## config.mk

```make
export PLATFORM = sky130hd
export DESIGN_NAME = fhid_front_flat
export DESIGN_NICKNAME = d
export VERILOG_FILES = /design/src/sv/fhid_pkg.sv /design/src/sv/fhid_if.sv /design/src/sv/fhid_front.sv /design/src/flat_wrapper.sv
export SDC_FILE = /design/constraint.sdc
export NUM_CORES = 2
export LEC_CHECK = 0
export ABC_CLOCK_PERIOD_IN_PS = 7200
export BUFFER_PORTS_ARGS = -buffer_cell sky130_fd_sc_hd__buf_4
export CORE_MARGIN = 5
export CORE_UTILIZATION = 48
export CTS_CLUSTER_SIZE = 20
export DETAILED_ROUTE_END_ITERATION = 6
export MAX_ROUTING_LAYER = met4
export PLACE_DENSITY = 0.69
export SYNTH_ARGS = -nofsm -noshare
export SYNTH_HDL_FRONTEND = slang
export SYNTH_SLANG_ARGS = --single-unit
```

## constraint.sdc

```tcl
create_clock -name clock -period 7.2 [get_ports clock]
set_input_delay 0.36 -clock clock [delete_from_list [all_inputs] [get_ports clock]]
set_output_delay 0.36 -clock clock [all_outputs]
set_load 0.01 [all_outputs]
```

## src/sv/fhid_pkg.sv

```systemverilog
// Shared types, codes and helper functions for the frame history invalidation detector.
package fhid_pkg;

   localparam logic [1:0] CMD_CUT   = 2'd0;
   localparam logic [1:0] CMD_PROJ  = 2'd1;
   localparam logic [1:0] CMD_FRAME = 2'd2;

   localparam logic [2:0] CAUSE_NONE       = 3'd0;
   localparam logic [2:0] CAUSE_TELEPORT   = 3'd2;
   localparam logic [2:0] CAUSE_PROJECTION = 3'd3;
   localparam logic [2:0] CAUSE_RESOLUTION = 3'd4;
   localparam logic [2:0] CAUSE_UNDEFINED  = 3'd7;

   localparam int CAUSE_COUNT = 7;
   localparam int AXES        = 3;

   localparam logic [63:0] FNV_BASIS = 64'hCBF2_9CE4_8422_2325;

   typedef struct packed {
      logic [2:0]  pending;
      logic        first;
      logic        resized;
      logic        proj_changed;
      logic [31:0] frame_number;
   } frame_flags_type;

   typedef logic [AXES-1:0][31:0] axis_diff_type;
   typedef logic [AXES-1:0][63:0] axis_square_type;

   // prime is 2^40 + 0x1b3, so the multiply is a handful of shifted adds
   function automatic logic [63:0] fnv_step(input logic [63:0] hash, input logic [31:0] word);
      logic [63:0] x;
      x = hash ^ {32'd0, word};
      return x + (x << 1) + (x << 4) + (x << 5) + (x << 7) + (x << 8) + (x << 40);
   endfunction

   // magnitude of a difference of two signed 32-bit values, always below 2^32
   function automatic logic [31:0] abs_diff(input logic [31:0] a, input logic [31:0] b);
      logic [32:0] d;
      logic [32:0] m;
      d = {a[31], a} - {b[31], b};
      m = d[32] ? (~d + 33'd1) : d;
      return m[31:0];
   endfunction

endpackage

```

## src/sv/fhid_if.sv

```systemverilog
// Valid/ready channel interfaces for the request and result items.
interface fhid_req_if;
   logic               valid;
   logic               ready;
   logic [1:0]         command;
   logic [2:0]         cut_cause;
   logic [31:0]        proj_word;
   logic [15:0]        frame_width;
   logic [15:0]        frame_height;
   logic signed [31:0] cam_x;
   logic signed [31:0] cam_y;
   logic signed [31:0] cam_z;

   modport source (output valid, command, cut_cause, proj_word, frame_width, frame_height,
                   cam_x, cam_y, cam_z, input ready);
   modport sink (input valid, command, cut_cause, proj_word, frame_width, frame_height,
                 cam_x, cam_y, cam_z, output ready);
endinterface


```

## src/sv/fhid_front.sv

```systemverilog
// Input register, frame history state, projection hash and per-frame compare stage.
module fhid_front (
   input  logic                      clock,
   input  logic                      reset,
   fhid_req_if.sink                  req,
   output logic                      out_valid,
   input  logic                      out_ready,
   output fhid_pkg::frame_flags_type out_flags,
   output fhid_pkg::axis_diff_type   out_diff
);

   logic                    in_valid_ff;
   logic [1:0]              in_command_ff;
   logic [2:0]              in_cut_ff;
   logic [31:0]             in_word_ff;
   logic [15:0]             in_width_ff;
   logic [15:0]             in_height_ff;
   fhid_pkg::axis_diff_type in_pos_ff;

   logic [2:0]              pending_ff;
   logic [31:0]             counter_ff;
   logic                    seen_ff;
   logic [15:0]             prev_width_ff;
   logic [15:0]             prev_height_ff;
   fhid_pkg::axis_diff_type prev_pos_ff;
   logic [63:0]             key_ff;
   logic [63:0]             hash_ff;

   logic                      out_valid_ff;
   fhid_pkg::frame_flags_type flags_ff;
   fhid_pkg::axis_diff_type   diff_ff;

   logic                      is_frame;
   logic                      out_load;
   logic                      in_adv;
   logic                      in_load;
   logic                      first;
   logic                      resized;
   fhid_pkg::frame_flags_type flags_in;
   fhid_pkg::axis_diff_type   diff_in;
   logic [2:0]                pending_in;
   logic [63:0]               hash_in;

   assign is_frame  = in_command_ff == fhid_pkg::CMD_FRAME;
   assign out_load  = !out_valid_ff || out_ready;
   // non-frame items finish here and never wait on the stages behind
   assign in_adv    = in_valid_ff && (!is_frame || out_load);
   assign in_load   = !in_valid_ff || in_adv;
   assign req.ready = in_load;

   assign first   = !seen_ff;
   assign resized = !first && (in_width_ff != prev_width_ff || in_height_ff != prev_height_ff);

   always_comb begin
      flags_in.pending      = pending_ff;
      flags_in.first        = first;
      flags_in.resized      = resized;
      flags_in.proj_changed = !first && !resized && (hash_ff != key_ff);
      flags_in.frame_number = counter_ff + 32'd1;
      for (int i = 0; i < fhid_pkg::AXES; i++) begin
         diff_in[i] = fhid_pkg::abs_diff(in_pos_ff[i], prev_pos_ff[i]);
      end
   end

   always_comb begin
      pending_in = pending_ff;
      hash_in    = hash_ff;
      case (in_command_ff)
         fhid_pkg::CMD_CUT: begin
            if (in_cut_ff != fhid_pkg::CAUSE_UNDEFINED) begin
               pending_in = in_cut_ff;
            end
         end
         fhid_pkg::CMD_PROJ: begin
            hash_in = fhid_pkg::fnv_step(hash_ff, in_word_ff);
         end
         fhid_pkg::CMD_FRAME: begin
            pending_in = fhid_pkg::CAUSE_NONE;
            hash_in    = fhid_pkg::FNV_BASIS;
         end
         default: begin
            pending_in = pending_ff;
         end
      endcase
   end

   always_ff @(posedge clock) begin
      if (reset) begin
         in_valid_ff    <= 1'b0;
         out_valid_ff   <= 1'b0;
         pending_ff     <= fhid_pkg::CAUSE_NONE;
         counter_ff     <= 32'd0;
         seen_ff        <= 1'b0;
         prev_width_ff  <= 16'd0;
         prev_height_ff <= 16'd0;
         prev_pos_ff    <= '0;
         key_ff         <= 64'd0;
         hash_ff        <= fhid_pkg::FNV_BASIS;
      end else begin
         if (in_load) begin
            in_valid_ff <= req.valid;
         end
         if (out_load) begin
            out_valid_ff <= in_adv && is_frame;
         end
         if (in_adv) begin
            pending_ff <= pending_in;
            hash_ff    <= hash_in;
            if (is_frame) begin
               counter_ff     <= flags_in.frame_number;
               seen_ff        <= 1'b1;
               prev_width_ff  <= in_width_ff;
               prev_height_ff <= in_height_ff;
               prev_pos_ff    <= in_pos_ff;
               key_ff         <= hash_ff;
            end
         end
      end
   end

   always_ff @(posedge clock) begin
      if (in_load) begin
         in_command_ff <= req.command;
         in_cut_ff     <= req.cut_cause;
         in_word_ff    <= req.proj_word;
         in_width_ff   <= req.frame_width;
         in_height_ff  <= req.frame_height;
         in_pos_ff     <= {req.cam_z, req.cam_y, req.cam_x};
      end
      if (out_load && in_adv && is_frame) begin
         flags_ff <= flags_in;
         diff_ff  <= diff_in;
      end
   end

   assign out_valid = out_valid_ff;
   assign out_flags = flags_ff;
   assign out_diff  = diff_ff;

endmodule

```

## src/flat_wrapper.sv

```systemverilog
// flat-port wrapper written by rule: the top's interface ports become plain ports
module fhid_front_flat 
  (clock, reset, out_valid, out_ready, out_flags, out_diff, req_valid, req_command, req_cut_cause, req_proj_word, req_frame_width, req_frame_height, req_cam_x, req_cam_y, req_cam_z, req_ready);
  fhid_req_if req_i ();
  input  logic clock;
  input  logic reset;
  output logic out_valid;
  input  logic out_ready;
  output fhid_pkg::frame_flags_type out_flags;
  output fhid_pkg::axis_diff_type out_diff;
  input wire logic [$bits(req_i.valid)-1:0] req_valid;
  input wire logic [$bits(req_i.command)-1:0] req_command;
  input wire logic [$bits(req_i.cut_cause)-1:0] req_cut_cause;
  input wire logic [$bits(req_i.proj_word)-1:0] req_proj_word;
  input wire logic [$bits(req_i.frame_width)-1:0] req_frame_width;
  input wire logic [$bits(req_i.frame_height)-1:0] req_frame_height;
  input wire logic [$bits(req_i.cam_x)-1:0] req_cam_x;
  input wire logic [$bits(req_i.cam_y)-1:0] req_cam_y;
  input wire logic [$bits(req_i.cam_z)-1:0] req_cam_z;
  output wire logic [$bits(req_i.ready)-1:0] req_ready;
  assign req_i.valid = req_valid;
  assign req_i.command = req_command;
  assign req_i.cut_cause = req_cut_cause;
  assign req_i.proj_word = req_proj_word;
  assign req_i.frame_width = req_frame_width;
  assign req_i.frame_height = req_frame_height;
  assign req_i.cam_x = req_cam_x;
  assign req_i.cam_y = req_cam_y;
  assign req_i.cam_z = req_cam_z;
  assign req_ready = req_i.ready;
  fhid_front u_core (.clock(clock), .reset(reset), .req(req_i), .out_valid(out_valid), .out_ready(out_ready), .out_flags(out_flags), .out_diff(out_diff));
endmodule
```

==> metrics <==
status completed; worst path required time 7650 ps; depth of the most critical reg-to-reg path 22; Final Cycle Share 0.952; vias per inst 5.34; register area 14,900 sq um; io pins a little over 300; final worst path period need between 6000 and 7000 ps; Multi-input gate area 21,800 sq um; Cell variety after synth 97; crit path launch u_core.in_word_ff[1]; WL/cell 17.8 microns; DRT iter0 DRCs 1,969; hold path cells 4; synthesized area per cell ~9.5 sq um; share of layout cells above drive strength 1 0.113; Static Leak approximately 19 nW; HP Start out_ready; class of the most critical setup path register to register; R2R Path End u_core.hash_ff[59]; pre-CTS setup slack around 62 ps; number of enable flip-flop cells after synthesis 299; sequential share of the synthesized area 0.382; nets roughly 5.1k; Vias between 30k and 40k; Worst R2R Setup Slack 350 ps; synthesis-stage register bit count a little under 600; Buffers & Inverters on Critical Path 2; Final ANT Viol Nets 0; skew final about 19 ps; Post-Syn Area 38,900 sq um; grt ovf 0; area grow syn2layout 19.4%; Post-Syn Instances just over 4k; RR Startpoint u_core.in_word_ff[1]; Worst-Skew Late Latency slightly above 600 ps; most frequent cells in the layout nand2_1 (550), inv_1 (449), a21oi_1 (386); htree depth 3; Clock Power Share 0.174; cell-internal power about 12 mW; Die Ht 295 microns; Sw Ratio 0.453; Die X between 200 and 300 microns; GRT Util Overall 0.233; Post-CTS Setup Inserts 0; WL final 101,000 microns; critical path's most frequent cell ha_1; number of synthesis warnings 0; DR pass1 iterations 6; number of CTS-inserted buffers 70; Initial Util 0.484; hpwl dp about 73,000 microns; row cnt ~100; worst-case clock buffer depth 3; post-route DRC violation count 0; Max VDD drop ~0.00062 V; DIE AREA between 80,000 and 90,000 sq um; PD cells 454 nW/um^2; CTS Sinks 593; Sw Pwr 9.54 mW; Levels on crit path 22; Main synth FF type edfxtp_1; CP Max Fanout 5; largest net degree at the start of global routing roughly 140; ys async rst share 0; max_cap viols 0; post-route setup slack about 350 ps; core area about 80,000 sq um; leading cell type in the layout, fill and taps excluded nand2_1; Fin. Hold Viols 0; Slowest cell on crit path o41ai_2; fillers between 6k and 7k; RSZ-0062 raised after global routing no; CP top delay family compound AO/OA/AOI/OAI gates; syn nets between 4k and 5k; crit path launch type register; Flop pwr share 0.183; Final Max Slew Viols 0; CP max stage delay around 580 ps; CTS Root Cell clkbuf_16; Max-slew headroom 0.174; CTS tree built; Hold EP u_core.out_valid; number of global-route vias before repair 29.4k; initial antenna violation count 8; CP endpoint kind register; Comb pwr share 0.643; Hold Crit Class primary input to register; setup TNS 0 ps; final setup fails 0; RePlAce Congestion around 0.9; clock slew at reported path FFs 60 ps; measured slew at the worst slew-check pin between 1000 and 1500 ps; Max Freq between 100 and 150 MHz; cell chain of the critical path xnor2_1, inv_1, ha_1, xnor2_1, fa_1, inv_1, ha_1, ha_1, ha_1, fa_1, a21oi_1, o21ai_0, o41ai_2, o32ai_2, a31oi_2, o21ai_1, a41o_1, a211oi_2, o21ai_0, a21oi_1, xor2_1, a22oi_1; first-pass GRT wire length 158,000 microns; buffers added on ports 304; Worst Path Arrival about 7300 ps
logic make-up after synthesis:
kind of cell	share of synthesized area
flip-flops	0.382
buffers and inverters	0.0579
adder cells (fa/ha/maj)	0.185
XOR/XNOR	0.107
multiplexers	0.00238
AO/OA/AOI/OAI	0.139
AND/OR/NAND/NOR	0.127
cell usage after synthesis, types with 8 or more instances:
master	count	area share
o211ai_1	13	0.0025
o21ai_0	135	0.017
ha_1	230	0.074
inv_1	450	0.043
a31oi_1	23	0.0037
and2_1	22	0.0035
nand3b_1	8	0.0015
o21ai_1	8	0.0010
clkbuf_1	139	0.013
xor2_1	239	0.054
a22oi_1	31	0.0060
a21oi_1	386	0.050
a22o_1	9	0.0020
edfxtp_1	299	0.23
or3_1	17	0.0027
o31a_1	10	0.0023
nor2_1	191	0.018
a21o_1	83	0.016
o22ai_1	9	0.0014
nand2b_1	23	0.0037
nand3_1	52	0.0067
o21bai_1	27	0.0052
maj3_1	17	0.0044
nand2_1	551	0.053
nor2b_1	24	0.0039
nor4_1	27	0.0043
and3_1	37	0.0060
dfxtp_1	294	0.15
o21a_1	24	0.0046
nor3_1	47	0.0060
xnor2_1	235	0.053
a211oi_1	19	0.0037
fa_1	207	0.11
nand4_1	39	0.0063
o31ai_1	14	0.0027
registers in the layout (all words and copies together), names as in the netlist, 2 cells and up:
name,cells
u_core.key_ff,64
u_core.in_command_ff,2
u_core.pending_ff,3
u_core.hash_ff,64
u_core.prev_pos_ff,96
u_core.out_diff,96
u_core.in_pos_ff,96
u_core.prev_width_ff,16
u_core.out_flags,38
u_core.in_cut_ff,3
u_core.prev_height_ff,16
u_core.in_height_ff,16
u_core.in_width_ff,16
u_core.counter_ff,32
u_core.in_word_ff,32
final cells by class:
type                            count  share of cell area
Multi-Input combinational cell   2891               0.470
Sequential cell                   593               0.320
Timing Repair Buffer              513              0.0923
Clock buffer                       88              0.0435
Inverter                          451              0.0366
Tap cell                         1060              0.0286
Clock inverter                     42             0.00843
Antenna cell                        8            0.000431
worst min-delay path: cells and delay by family:
family	cells	cell delay, ps
AND/OR/NAND/NOR	3	230
buffers and inverters	1	80
per-layer routing:
layer,routed length [microns],global-route usage,vias to the layer above
met4,2930,0.0622,0
li1,-,-,14746
met1,43200,0.300,14438
met2,48200,0.382,817
met5,0,-,-
met3,6300,0.0439,165
stage by stage:
stage / hold slack [ps] / power (mW) / cells / util / instance area [sq um]
6_report: 115 / 21.1 / 5646 / 0.577 / 46400
5_1_grt: 88.8 / 22.9 / 5646 / 0.577 / 46400
4_1_cts: 55.4 / 20.9 / 5638 / 0.577 / 46400
3_5_place_dp: 420 / 17.0 / 5342 / 0.526 / 42300
3_3_place_gp: 414 / 16.9 / 5342 / 0.526 / 42300
2_1_floorplan: 408 / 14.1 / 4081 / - / 38900
worst max path at each step:
stage	endpoint	slack, ps
after detailed placement	u_core.hash_ff[59]	60
after global routing	u_core.hash_ff[59]	10
after global placement	u_core.hash_ff[59]	270
final	u_core.hash_ff[59]	350
after CTS	u_core.hash_ff[59]	40
after floorplan	u_core.in_command_ff[0]	540
power by group through the flow:
stage	combinational [mW]	clock [mW]	sequential, mW
final	13.6	3.66	3.86
after global routing	15.2	3.88	3.87
after CTS	13.3	3.73	3.86
after detailed placement	13.1	0	3.93
after global placement	13.0	0	3.92
after floorplan	10.2	0	3.88
what timing repair did:
item / 4_1_cts / 5_1_grt
gates resized for setup: 0 / 5
hold endpoints to repair: 166 / 0
hold buffers: 166 / 0
setup endpoints to repair: 0 / 13
No activity file was read; power rests on OpenSTA's default activity.
